<file path="src/rtl/teb_pkg.sv">
// Package for the trigger envelope bank: state, phase and command types,
// fixed-point constants and the clamp helper. Depends on nothing.
`default_nettype none
package teb_pkg;

    typedef enum logic [1:0] {
        CMD_ADD   = 2'd0,
        CMD_QUERY = 2'd1,
        CMD_DEL   = 2'd2,
        CMD_CLEAR = 2'd3
    } t_cmd;

    typedef enum logic [1:0] {
        ST_OK    = 2'd0,
        ST_FULL  = 2'd1,
        ST_NONE  = 2'd2
    } t_status;

    typedef enum logic [3:0] {
        S_IDLE, S_QRD, S_QLOAD, S_DIV, S_MUL, S_POST, S_ACC, S_QFIN,
        S_DRD, S_DLOAD, S_DPICK, S_DSCHK, S_DSRD, S_DSWR, S_DONE
    } t_state;

    typedef enum logic [3:0] {
        PH_F, PH_P, PH_CX, PH_CX2, PH_H1, PH_M2, PH_H2, PH_M3, PH_H3, PH_M4
    } t_phase;

    localparam logic [2:0]  CURVE_COS   = 3'd1;
    localparam logic [2:0]  CURVE_POW_LO = 3'd2;
    localparam logic [2:0]  CURVE_POW_HI = 3'd5;

    localparam int          VAL_BITS  = 18;   // quotient, multiplier A
    localparam int          MB_BITS   = 17;   // multiplier B
    localparam int          PROD_BITS = VAL_BITS + MB_BITS;

    localparam logic [16:0] ONE_Q16      = 17'h10000;
    localparam logic [16:0] COS_SCALE    = 17'd101581;
    localparam logic [15:0] ACTIVE_LIMIT = 16'd327;
    localparam logic [15:0] LEVEL_MAX    = 16'd32768;
    localparam logic [4:0]  F_STEPS      = 5'd16;

    // Constant divisions of the cosine series: x/56 as (x>>3)/7, x/30 as
    // (x>>1)/15 and x/12 as (x>>2)/3, each by a rounded-up reciprocal that is
    // exact over the operand range.
    localparam int          PRE_H1    = 3;
    localparam int          PRE_H2    = 1;
    localparam int          PRE_H3    = 2;
    localparam logic [17:0] RCP_H1    = 18'd74899;    // 2^19 / 7
    localparam logic [17:0] RCP_H2    = 18'd139811;   // 2^21 / 15
    localparam logic [17:0] RCP_H3    = 18'd174763;   // 2^19 / 3
    localparam int          RSH_SHORT = 19;
    localparam int          RSH_LONG  = 21;

    // 1.0 - y, clamped at zero, in Q1.16.
    function automatic logic [16:0] one_minus(input logic [VAL_BITS-1:0] y);
        logic [VAL_BITS-1:0] d;
        d = VAL_BITS'(ONE_Q16) - y;
        if (y > VAL_BITS'(ONE_Q16)) begin
            return 17'd0;
        end
        return d[16:0];
    endfunction

endpackage
`default_nettype wire

</file>
<file path="src/rtl/teb_ram.sv">
// Generic single-write, single-read RAM with registered read data.
// Depends on nothing.
`default_nettype none
module teb_ram #(
    parameter int WIDTH = 65,
    parameter int DEPTH = 16,
    localparam int AW   = (DEPTH > 1) ? $clog2(DEPTH) : 1
) (
    input  wire logic             i_clk,
    input  wire logic             i_we,
    input  wire logic [AW-1:0]    i_waddr,
    input  wire logic [WIDTH-1:0] i_wdata,
    input  wire logic [AW-1:0]    i_raddr,
    output logic      [WIDTH-1:0] o_rdata
);
    logic [WIDTH-1:0] mem [DEPTH];

    always_ff @(posedge i_clk) begin
        if (i_we) begin
            mem[i_waddr] <= i_wdata;
        end
        o_rdata <= mem[i_raddr];
    end
endmodule
`default_nettype wire

</file>
<file path="src/rtl/trigger_envelope_bank.sv">
// Trigger envelope bank top level: command sequencer, shared divider and
// multiplier, and the envelope table. Depends on teb_pkg and teb_ram.
//
// Usage:
//   Input channel (i_valid / o_stall) carries one command transaction:
//   add an envelope, query the summed level at a tick, delete the next
//   envelope at or after a tick, or clear the table. Output channel
//   (o_valid / i_stall) returns exactly one result transaction per command.
//   o_stall is high while a command is in work; a new transaction is taken
//   only in idle.
//   Delete scans the table entry by entry and then compacts it, moving each
//   later entry down by one. A query reads each envelope in turn; a live one
//   runs 16 divider steps for the phase, then one multiply per power step
//   (eight for the cosine series) before its level is added to the sum.
//   All arithmetic runs through one restoring divider (one bit per cycle)
//   and one registered 18x17 multiplier; the constant divisions of the
//   cosine series are reciprocal multiplies.
//   A finished result waits in the output register while the receiver
//   stalls; the sequencer holds in its final state until the register frees.
//   Reset empties the table and clears the change-tracking state; no
//   clearing pass is needed since only entries below the count are read.
`default_nettype none
module trigger_envelope_bank #(
    parameter int MAX_ENTRIES = 16,
    parameter int TIME_BITS   = 31
) (
    input  wire logic                 i_clk,
    input  wire logic                 i_rst_n,
    input  wire logic                 i_valid,
    output logic                      o_stall,
    input  wire logic [1:0]           i_command,
    input  wire logic [TIME_BITS-1:0] i_time_req,
    input  wire logic [TIME_BITS-1:0] i_start_time,
    input  wire logic [TIME_BITS-1:0] i_end_time,
    input  wire logic [2:0]           i_curve,
    output logic                      o_valid,
    input  wire logic                 i_stall,
    output logic [15:0]               o_level,
    output logic                      o_changed,
    output logic [1:0]                o_status
);
    localparam int IW = (MAX_ENTRIES > 1) ? $clog2(MAX_ENTRIES) : 1;
    localparam int CW = $clog2(MAX_ENTRIES + 1);
    localparam int TB = TIME_BITS;
    localparam int EW = 2 * TIME_BITS + 3;
    localparam int VB = teb_pkg::VAL_BITS;
    localparam int MB = teb_pkg::MB_BITS;
    localparam int PB = teb_pkg::PROD_BITS;

    teb_pkg::t_state r_state, n_state;
    teb_pkg::t_phase r_phase, n_phase;

    logic [TB-1:0] r_t, n_t;
    logic [CW-1:0] r_count, n_count;
    logic [CW-1:0] r_idx, n_idx;
    logic [IW-1:0] r_victim, n_victim;
    logic          r_hit, n_hit;
    logic [TB-1:0] r_best, n_best;
    logic [15:0]   r_sum, n_sum;
    logic [IW-1:0] r_found, n_found;
    logic          r_any, n_any;
    logic [IW-1:0] r_last, n_last;
    logic          r_changed, n_changed;
    logic [2:0]    r_curve, n_curve;
    logic [16:0]   r_q, n_q;
    logic [VB-1:0] r_x2, n_x2;
    logic [VB-1:0] r_ma, n_ma;
    logic [MB-1:0] r_mb, n_mb;
    logic [PB-1:0] r_prod;
    logic [TB-1:0] r_rem, n_rem;
    logic [TB-1:0] r_dsr, n_dsr;
    logic [VB-1:0] r_quo, n_quo;
    logic [4:0]    r_dcnt, n_dcnt;
    logic [2:0]    r_pcnt, n_pcnt;
    logic [15:0]   r_val, n_val;
    logic [1:0]    r_status, n_status;
    logic [15:0]   r_level, n_level;
    logic          r_out_valid, n_out_valid;
    logic [15:0]   r_o_level;
    logic          r_o_changed;
    logic [1:0]    r_o_status;

    logic          in_acc, out_free;
    logic          ram_we;
    logic [IW-1:0] ram_waddr, ram_raddr;
    logic [EW-1:0] ram_wdata, ram_rdata;
    logic [TB-1:0] rd_start, rd_end;
    logic [2:0]    rd_curve;
    logic [CW-1:0] idx1;
    logic          more;
    logic          live;
    logic [15:0]   f_w;
    logic [16:0]   q_w;
    logic [VB-1:0] prod_hi;
    logic [VB-1:0] rcp_q;
    logic          is_cos, is_pow, pow_done;
    logic [TB:0]   rem2, sub2;
    logic          ge;
    logic [16:0]   acc_tmp;

    assign in_acc   = i_valid && !o_stall;
    assign out_free = !r_out_valid || !i_stall;
    assign o_stall  = (r_state != teb_pkg::S_IDLE);
    assign o_valid  = r_out_valid;
    assign o_level  = r_o_level;
    assign o_changed = r_o_changed;
    assign o_status = r_o_status;

    assign rd_start = ram_rdata[EW-1 -: TB];
    assign rd_end   = ram_rdata[3 +: TB];
    assign rd_curve = ram_rdata[2:0];
    assign idx1     = r_idx + CW'(1);
    assign more     = (idx1 < r_count);
    assign live     = (r_t >= rd_start) && (r_t < rd_end);
    assign f_w      = r_quo[15:0];
    assign q_w      = teb_pkg::ONE_Q16 - {1'b0, f_w};
    assign prod_hi  = r_prod[16 +: VB];
    assign is_cos   = (r_curve == teb_pkg::CURVE_COS);
    assign is_pow   = (r_curve >= teb_pkg::CURVE_POW_LO) && (r_curve <= teb_pkg::CURVE_POW_HI);
    assign pow_done = ((r_pcnt + 3'd1) == (r_curve - 3'd1));

    // Quotient of a reciprocal multiply; the middle division uses the longer shift.
    assign rcp_q    = (r_phase == teb_pkg::PH_H2) ? VB'(r_prod >> teb_pkg::RSH_LONG)
                                                  : VB'(r_prod >> teb_pkg::RSH_SHORT);

    // Restoring divider step for the phase: one quotient bit per cycle.
    assign rem2    = {r_rem, 1'b0};
    assign sub2    = rem2 - {1'b0, r_dsr};
    assign ge      = (rem2 >= {1'b0, r_dsr});
    assign acc_tmp = {1'b0, r_sum} + {1'b0, r_val};

    // Next state.
    always_comb begin
        n_state = r_state;
        case (r_state)
            teb_pkg::S_IDLE: begin
                if (in_acc) begin
                    case (teb_pkg::t_cmd'(i_command))
                        teb_pkg::CMD_QUERY:
                            n_state = (r_count == '0) ? teb_pkg::S_QFIN : teb_pkg::S_QRD;
                        teb_pkg::CMD_DEL:
                            n_state = (r_count == '0) ? teb_pkg::S_DONE : teb_pkg::S_DRD;
                        default: n_state = teb_pkg::S_DONE;
                    endcase
                end
            end
            teb_pkg::S_QRD:   n_state = teb_pkg::S_QLOAD;
            teb_pkg::S_QLOAD: n_state = live ? teb_pkg::S_DIV : teb_pkg::S_ACC;
            teb_pkg::S_DIV:   n_state = (r_dcnt == 5'd1) ? teb_pkg::S_POST : teb_pkg::S_DIV;
            teb_pkg::S_MUL:   n_state = teb_pkg::S_POST;
            teb_pkg::S_POST: begin
                case (r_phase)
                    teb_pkg::PH_F:
                        n_state = (is_cos || is_pow) ? teb_pkg::S_MUL : teb_pkg::S_ACC;
                    teb_pkg::PH_P:
                        n_state = pow_done ? teb_pkg::S_ACC : teb_pkg::S_MUL;
                    teb_pkg::PH_M4: n_state = teb_pkg::S_ACC;
                    default:        n_state = teb_pkg::S_MUL;
                endcase
            end
            teb_pkg::S_ACC:   n_state = more ? teb_pkg::S_QRD : teb_pkg::S_QFIN;
            teb_pkg::S_QFIN:  n_state = teb_pkg::S_DONE;
            teb_pkg::S_DRD:   n_state = teb_pkg::S_DLOAD;
            teb_pkg::S_DLOAD: n_state = more ? teb_pkg::S_DRD : teb_pkg::S_DPICK;
            teb_pkg::S_DPICK: n_state = r_hit ? teb_pkg::S_DSCHK : teb_pkg::S_DONE;
            teb_pkg::S_DSCHK: n_state = more ? teb_pkg::S_DSRD : teb_pkg::S_DONE;
            teb_pkg::S_DSRD:  n_state = teb_pkg::S_DSWR;
            teb_pkg::S_DSWR:  n_state = teb_pkg::S_DSCHK;
            teb_pkg::S_DONE:  n_state = out_free ? teb_pkg::S_IDLE : teb_pkg::S_DONE;
            default:          n_state = teb_pkg::S_IDLE;
        endcase
    end

    // RAM port control.
    always_comb begin
        ram_we    = 1'b0;
        ram_waddr = r_idx[IW-1:0];
        ram_wdata = ram_rdata;
        ram_raddr = r_idx[IW-1:0];
        case (r_state)
            teb_pkg::S_IDLE: begin
                ram_waddr = r_count[IW-1:0];
                ram_wdata = {i_start_time, i_end_time, i_curve};
                ram_we    = in_acc && (i_command == teb_pkg::CMD_ADD)
                            && (r_count < CW'(MAX_ENTRIES));
            end
            teb_pkg::S_DSRD: ram_raddr = idx1[IW-1:0];
            teb_pkg::S_DSWR: ram_we    = 1'b1;
            default: ram_we = 1'b0;
        endcase
    end

    // Datapath next values.
    always_comb begin
        n_phase = r_phase;   n_t = r_t;
        n_count = r_count;   n_idx = r_idx;       n_victim = r_victim;
        n_hit = r_hit;       n_best = r_best;     n_sum = r_sum;
        n_found = r_found;   n_any = r_any;       n_last = r_last;
        n_changed = r_changed; n_curve = r_curve; n_q = r_q;
        n_x2 = r_x2;         n_ma = r_ma;         n_mb = r_mb;
        n_rem = r_rem;       n_dsr = r_dsr;
        n_quo = r_quo;       n_dcnt = r_dcnt;     n_pcnt = r_pcnt;
        n_val = r_val;       n_status = r_status; n_level = r_level;
        n_out_valid = r_out_valid;
        if (r_out_valid && !i_stall) begin
            n_out_valid = 1'b0;
        end
        case (r_state)
            teb_pkg::S_IDLE: begin
                if (in_acc) begin
                    n_t      = i_time_req;
                    n_status = teb_pkg::ST_OK;
                    n_level  = '0;
                    n_idx    = '0;
                    n_sum    = '0;
                    n_any    = 1'b0;
                    n_found  = '0;
                    n_hit    = 1'b0;
                    case (teb_pkg::t_cmd'(i_command))
                        teb_pkg::CMD_ADD: begin
                            if (r_count < CW'(MAX_ENTRIES)) begin
                                n_count = r_count + CW'(1);
                            end else begin
                                n_status = teb_pkg::ST_FULL;
                            end
                        end
                        teb_pkg::CMD_DEL: begin
                            if (r_count == '0) begin
                                n_status = teb_pkg::ST_NONE;
                            end
                        end
                        teb_pkg::CMD_CLEAR: n_count = '0;
                        default: n_count = r_count;
                    endcase
                end
            end
            teb_pkg::S_QLOAD: begin
                n_val   = '0;
                n_curve = rd_curve;
                n_rem   = r_t - rd_start;
                n_dsr   = rd_end - rd_start;
                n_quo   = '0;
                n_dcnt  = teb_pkg::F_STEPS;
                n_phase = teb_pkg::PH_F;
            end
            teb_pkg::S_DIV: begin
                n_rem  = ge ? sub2[TB-1:0] : rem2[TB-1:0];
                n_quo  = {r_quo[VB-2:0], ge};
                n_dcnt = r_dcnt - 5'd1;
            end
            teb_pkg::S_POST: begin
                case (r_phase)
                    teb_pkg::PH_F: begin
                        n_q = q_w;
                        if (is_cos) begin
                            n_ma    = {{(VB-16){1'b0}}, f_w};
                            n_mb    = teb_pkg::COS_SCALE;
                            n_phase = teb_pkg::PH_CX;
                        end else if (is_pow) begin
                            n_ma    = {{(VB-17){1'b0}}, q_w};
                            n_mb    = q_w;
                            n_pcnt  = '0;
                            n_phase = teb_pkg::PH_P;
                        end else begin
                            n_val = q_w[16:1];
                        end
                    end
                    teb_pkg::PH_P: begin
                        n_val  = prod_hi[16:1];
                        n_ma   = prod_hi;
                        n_mb   = r_q;
                        n_pcnt = r_pcnt + 3'd1;
                    end
                    teb_pkg::PH_CX: begin
                        n_ma    = prod_hi;
                        n_mb    = prod_hi[MB-1:0];
                        n_phase = teb_pkg::PH_CX2;
                    end
                    teb_pkg::PH_CX2: begin
                        n_x2    = prod_hi;
                        n_ma    = teb_pkg::RCP_H1;
                        n_mb    = MB'(prod_hi >> teb_pkg::PRE_H1);
                        n_phase = teb_pkg::PH_H1;
                    end
                    teb_pkg::PH_H1: begin
                        n_ma    = r_x2;
                        n_mb    = teb_pkg::one_minus(rcp_q);
                        n_phase = teb_pkg::PH_M2;
                    end
                    teb_pkg::PH_M2: begin
                        n_ma    = teb_pkg::RCP_H2;
                        n_mb    = MB'(prod_hi >> teb_pkg::PRE_H2);
                        n_phase = teb_pkg::PH_H2;
                    end
                    teb_pkg::PH_H2: begin
                        n_ma    = r_x2;
                        n_mb    = teb_pkg::one_minus(rcp_q);
                        n_phase = teb_pkg::PH_M3;
                    end
                    teb_pkg::PH_M3: begin
                        n_ma    = teb_pkg::RCP_H3;
                        n_mb    = MB'(prod_hi >> teb_pkg::PRE_H3);
                        n_phase = teb_pkg::PH_H3;
                    end
                    teb_pkg::PH_H3: begin
                        n_ma    = r_x2;
                        n_mb    = teb_pkg::one_minus(rcp_q);
                        n_phase = teb_pkg::PH_M4;
                    end
                    default: begin
                        n_val = 16'(teb_pkg::one_minus({1'b0, prod_hi[VB-1:1]}) >> 1);
                    end
                endcase
            end
            teb_pkg::S_ACC: begin
                // Saturate as we go; the terms are never negative.
                n_sum = (acc_tmp > {1'b0, teb_pkg::LEVEL_MAX}) ? teb_pkg::LEVEL_MAX
                                                               : acc_tmp[15:0];
                if (r_val > teb_pkg::ACTIVE_LIMIT) begin
                    n_found = r_idx[IW-1:0];
                    n_any   = 1'b1;
                end
                n_idx = idx1;
            end
            teb_pkg::S_QFIN: begin
                n_level   = r_sum;
                n_changed = 1'b0;
                if (r_any && (r_found != r_last)) begin
                    n_changed = 1'b1;
                    n_last    = r_found;
                end
            end
            teb_pkg::S_DLOAD: begin
                if ((r_t <= rd_start) && (!r_hit || (rd_start <= r_best))) begin
                    n_hit    = 1'b1;
                    n_victim = r_idx[IW-1:0];
                    n_best   = rd_start;
                end
                n_idx = idx1;
            end
            teb_pkg::S_DPICK: begin
                n_idx = CW'(r_victim);
                if (!r_hit) begin
                    n_status = teb_pkg::ST_NONE;
                end
            end
            teb_pkg::S_DSCHK: begin
                if (!more) begin
                    n_count = r_count - CW'(1);
                end
            end
            teb_pkg::S_DSWR: n_idx = idx1;
            default: n_idx = r_idx;
        endcase
        if ((r_state == teb_pkg::S_DONE) && out_free) begin
            n_out_valid = 1'b1;
        end
    end

    always_ff @(posedge i_clk) begin
        if (!i_rst_n) begin
            r_state     <= teb_pkg::S_IDLE;
            r_count     <= '0;
            r_last      <= '0;
            r_changed   <= 1'b0;
            r_out_valid <= 1'b0;
        end else begin
            r_state     <= n_state;
            r_count     <= n_count;
            r_last      <= n_last;
            r_changed   <= n_changed;
            r_out_valid <= n_out_valid;
        end
    end

    always_ff @(posedge i_clk) begin
        r_phase <= n_phase;   r_t <= n_t;
        r_idx <= n_idx;       r_victim <= n_victim; r_hit <= n_hit;
        r_best <= n_best;     r_sum <= n_sum;       r_found <= n_found;
        r_any <= n_any;       r_curve <= n_curve;   r_q <= n_q;
        r_x2 <= n_x2;         r_ma <= n_ma;         r_mb <= n_mb;
        r_rem <= n_rem;       r_dsr <= n_dsr;
        r_quo <= n_quo;       r_dcnt <= n_dcnt;     r_pcnt <= n_pcnt;
        r_val <= n_val;       r_status <= n_status; r_level <= n_level;
        // Shared multiplier, registered.
        r_prod <= {{MB{1'b0}}, r_ma} * {{VB{1'b0}}, r_mb};
        if ((r_state == teb_pkg::S_DONE) && out_free) begin
            r_o_level   <= r_level;
            r_o_changed <= r_changed;
            r_o_status  <= r_status;
        end
    end

    teb_ram #(
        .WIDTH(EW),
        .DEPTH(MAX_ENTRIES)
    ) u_table (
        .i_clk  (i_clk),
        .i_we   (ram_we),
        .i_waddr(ram_waddr),
        .i_wdata(ram_wdata),
        .i_raddr(ram_raddr),
        .o_rdata(ram_rdata)
    );

    a_count_bound: assert property (@(posedge i_clk) disable iff (!i_rst_n)
        r_count <= CW'(MAX_ENTRIES))
        else $error("entry count beyond table depth");

    a_level_sat: assert property (@(posedge i_clk) disable iff (!i_rst_n)
        o_valid |-> (o_level <= teb_pkg::LEVEL_MAX))
        else $error("level above saturation");

    a_status_level: assert property (@(posedge i_clk) disable iff (!i_rst_n)
        (o_valid && (o_status != teb_pkg::ST_OK)) |-> (o_level == '0))
        else $error("failed command with nonzero level");

    a_write_state: assert property (@(posedge i_clk) disable iff (!i_rst_n)
        ram_we |-> ((r_state == teb_pkg::S_IDLE) || (r_state == teb_pkg::S_DSWR)))
        else $error("table write outside add or compaction");

    a_div_count: assert property (@(posedge i_clk) disable iff (!i_rst_n)
        (r_state == teb_pkg::S_DIV) |-> (r_dcnt != 5'd0))
        else $error("divider running with no steps left");

endmodule
`default_nettype wire

</file>
<file path="config.mk">
export PLATFORM = sky130hd
export DESIGN_NAME = trigger_envelope_bank
export DESIGN_NICKNAME = d
export VERILOG_FILES = /design/src/rtl/teb_pkg.sv /design/src/rtl/teb_ram.sv /design/src/rtl/trigger_envelope_bank.sv
export SDC_FILE = /design/constraint.sdc
export NUM_CORES = 2
export LEC_CHECK = 0
export ABC_CLOCK_PERIOD_IN_PS = 7300
export BUFFER_PORTS_ARGS = -buffer_cell sky130_fd_sc_hd__buf_2
export CELL_PAD_IN_SITES_DETAIL_PLACEMENT = 1
export CELL_PAD_IN_SITES_GLOBAL_PLACEMENT = 2
export CORE_MARGIN = 3
export CORE_UTILIZATION = 35
export DETAILED_ROUTE_END_ITERATION = 10
export PLACE_DENSITY = 0.74
export SYNTH_ARGS = -nofsm -noshare
export SYNTH_HDL_FRONTEND = slang
export SYNTH_HIERARCHICAL = 1
export SYNTH_SLANG_ARGS = --single-unit
</file>
<file path="constraint.sdc">
create_clock -name i_clk -period 7.3 [get_ports i_clk]
set_input_delay 1.46 -clock i_clk [delete_from_list [all_inputs] [get_ports i_clk]]
set_output_delay 1.46 -clock i_clk [all_outputs]
set_load 0.02 [all_outputs]
</file>
==> results_dict.tcl <==
set metrics [dict create \
    worstPathCellList "nand2_1, fa_1, fa_1, fa_1, fa_1, inv_1, fa_1, inv_1, fa_1, inv_1, ha_1, a21oi_1, o21ai_0, a31oi_1, o211a_1, nor4_1, a2111oi_0, o21ai_0, xor2_1" \
    post_synth.cell_area_avg_um2 14.0 \
    place_ws_ps 549 \
    syn_nets 5836 \
    synth_async_sr_flop_share 0 \
    worstSetupStartpointType "flop" \
    path_class "reg2reg" \
    regArea_um2 42500 \
    internal_power_w 0.0234 \
    timing_max_transition_violations_final 0 \
    critical_path.n_buffers_inverters 3 \
    post_cts_resize_count 0 \
    dp.final_hpwl_um 137000 \
    routed.top_layer "met5" \
    routed-wl-met3_um 9600 \
    worst_pin_slew_ps 1190 \
    distinct_cells_synth 94 \
    powerDensity_nw_per_um2 463 \
    drt_pass1_iterations 8 \
    setup_total_negative_slack_ps 0 \
    max-cap-violations 0 \
    syn_to_final_growth_pct 13.6 \
    timing.critical_path.fanout_max 17 \
    place_congestion 0.838 \
    floorplan.die.height_um 462 \
    initial_core_util 0.354 \
    end_kind "flop" \
    avgViaCountPerCell 5.34 \
    drt_drc_violations_left 0 \
    vdd_drop_max_mv 0.365 \
    finalWirelength_um 210000 \
    die_area_um2 214000 \
    grt_antenna_before_repair 5 \
    critical-path-max-stage-delay_ps 890 \
    clockRootBuffer "clkbuf_16" \
    worstSkewPairLatency_ps 810 \
    ctsHoldBuffers 0 \
    detailroute.via_count 44317 \
    floorplan.die.width_um 462 \
    grt_first_pass_wirelength_um 313000 \
    drive_gt1_frac 0.154 \
    timing.final.ws_setup_ps 631 \
    ys_dominant_reg_cell "edfxtp_1" \
    placeable_core_area_um2 206000 \
    critical-path-top-cell-by-count "fa_1" \
    multi_input_area_um2 27900 \
    number_of_diodes 0 \
    crit_arrival_ps 7340 \
    seq_power_share 0.327 \
    slew_headroom 0.206 \
    max_freq_mhz 150 \
    htreeDepth 4 \
    grt_remaining_overflow 0 \
    finalCritPeriodShare 0.914 \
    syn-instance-count 5196 \
    number_of_synthesized_flops_with_an_enable_pin 1349 \
    fill_cells 21077 \
    power_leakage_nw 30.4 \
    power.share.combinational 0.460 \
    result_of_the_run "completed" \
    yosys_warnings 6 \
    ant_nets 0 \
    maximum_number_of_pins_on_one_net_before_global_route_repair 78 \
    power_spent_charging_and_discharging_nets_w 0.0150 \
    clock_skew_ps 35.1 \
    first_global_vias 47064 \
    switching_share 0.391 \
    row_count 166 \
    cp_top_family "adder cells" \
    crit_slowest_cell "edfxtp_1" \
    rsz0062_at_grt "no" \
    portBuffers 122 \
    cp_data_required_time_ps 7970 \
    met1Wirelength_um 89900 \
    cts-buffers-inserted 156 \
    max-clock-path-buffers 3 \
    fin_nets 6037 \
    netlist_area_um2 72900 \
    finalCriticalPeriod_ps 6670 \
    drt_iter0_drc 3989 \
    cts_post_setup_buffers_inserted 0 \
    synth.yosys.seq_area_share 0.583 \
    grt_util_all_layers 0.194 \
    final-setup-viol-count 0 \
    top_ports 123 \
    holdCritPathClass "reg2reg" \
    clock-sinks 1448 \
    power_w 0.0384 \
    wl_met2_um 104000 \
    wire_per_inst_um 25.3 \
    clock_power_share 0.212 \
    tritoncts_clock_tree "yes" \
    clkSlewWorstSetupHoldPaths_ps 60 \
    timing_hold_violations_final 0 \
    postSynthRegisterBits 1448 \
]
routing by layer:
metal	GRT usage	vias up
met1	0.258	23276
met4	0.0584	2
met5	0	-
met2	0.331	1144
li1	-	19642
met3	0.0248	253
cell type report:
type,count,area share
clock buffers,209,0.0521
flip-flops and latches,1448,0.513
inverters,469,0.0212
well taps,2772,0.0418
multi-input cells,3052,0.337
clock inverters,78,0.0117
repair buffers,270,0.0236
cells in the mapped netlist, drive strengths merged (17+ instances only):
cell    instances  share of area
a21oi         177          0.012
clkbuf        165         0.0085
nand4          33         0.0029
nor3           48         0.0036
a211oi         46         0.0048
a21o           75         0.0077
mux4          260          0.080
xnor2         111          0.013
and3           28         0.0024
a31oi          23         0.0021
nor2b          34         0.0029
a22oi         175          0.018
o21ai         193          0.013
edfxtp       1349           0.56
nand2         487          0.025
dfxtp          99          0.027
xor2           66         0.0079
o21a           20         0.0021
nand2b         32         0.0027
nand3          57         0.0039
and2          166          0.014
inv           468          0.024
ha            297          0.051
fa            241          0.066
nor2          224          0.012
mux2i          17         0.0023
buf            62         0.0059
state kept, by name (all words and copies together), names as in the netlist, 18 cells and up:
| signal | flops |
|---|---|
| r_dsr | 31 |
| r_prod | 19 |
| r_rem | 31 |
| r_t | 31 |
| r_ma | 18 |
| u_table/mem | 1040 |
| r_best | 31 |
| u_table/o_rdata | 65 |
| r_x2 | 18 |
power by group through the flow:
stage          clock network, W  registers, W  logic (W)
2_1_floorplan                 0        0.0123     0.0122
3_3_place_gp                  0        0.0127     0.0173
3_5_place_dp                  0        0.0127     0.0178
4_1_cts                 0.00831        0.0126     0.0179
5_1_grt                 0.00865        0.0127     0.0196
6_report                0.00815        0.0126     0.0177
cell families (layout without fill, tap and decap cells):
kind of cell / count (synthesis) / after routing / synth area share
flops: 1448 / 1448 / 0.583
simple gates: 1176 / 1176 / 0.0766
compound gates: 869 / 869 / 0.0790
buf+inv: 696 / 1026 / 0.0385
fa+ha+maj: 538 / 538 / 0.117
mux: 292 / 292 / 0.0849
xor+xnor: 177 / 177 / 0.0213
metrics by stage:
stage | hold WS (ps) | std cells | util | cell area, um2
after floorplan | 400 | 5196 | - | 72900
after CTS | 408 | 8298 | 0.403 | 82900
after detailed placement | 406 | 8011 | 0.377 | 77600
after global placement | 407 | 8011 | 0.377 | 77600
after global routing | 407 | 8298 | 0.403 | 82900
final | 410 | 8298 | 0.403 | 82900
cells in the final DEF, fill, tap and decap left out, types with 32 or more instances in the layout:
| cell | synthesis | routed |
|---|---|---|
| edfxtp_1 | 1349 | 1349 |
| nand4_1 | 32 | 32 |
| inv_1 | 466 | 465 |
| o21ai_0 | 181 | 171 |
| buf_4 | 8 | 129 |
| fa_1 | 241 | 241 |
| nand2b_1 | 32 | 32 |
| xnor2_1 | 111 | 110 |
| clkbuf_16 | 0 | 157 |
| xor2_1 | 66 | 65 |
| a211oi_1 | 45 | 43 |
| a21oi_1 | 176 | 174 |
| nand3_1 | 57 | 56 |
| dfxtp_1 | 99 | 99 |
| nor2b_1 | 34 | 32 |
| nor2_1 | 222 | 207 |
| nand2_1 | 487 | 487 |
| ha_1 | 297 | 297 |
| buf_2 | 29 | 122 |
| and2_1 | 165 | 163 |
| a21o_1 | 75 | 75 |
| a22oi_1 | 175 | 175 |
| mux4_2 | 260 | 260 |
| nor3_1 | 45 | 37 |
| clkbuf_1 | 165 | 33 |
worst paths after layout:
kind	from	to	slack [ps]	depth (start not counted)
worst max-delay path	r_ma[8]	r_prod[23]	630	19
worst min-delay path	r_level[1]	o_level[1]	410	0
worst max register to register	r_ma[8]	r_prod[23]	630	19
worst min register to register	r_level[1]	o_level[1]	410	0
worst reg2reg max path, stage by stage, from the launching register on:
cell	delay, ps
edfxtp_1	890
nand2_1	170
fa_1	540
fa_1	490
fa_1	520
fa_1	540
inv_1	50
fa_1	480
inv_1	50
fa_1	470
inv_1	40
ha_1	310
a21oi_1	150
o21ai_0	110
a31oi_1	220
o211a_1	200
nor4_1	100
a2111oi_0	810
o21ai_0	240
xor2_1	180
Power figures use the tool's default switching activity.
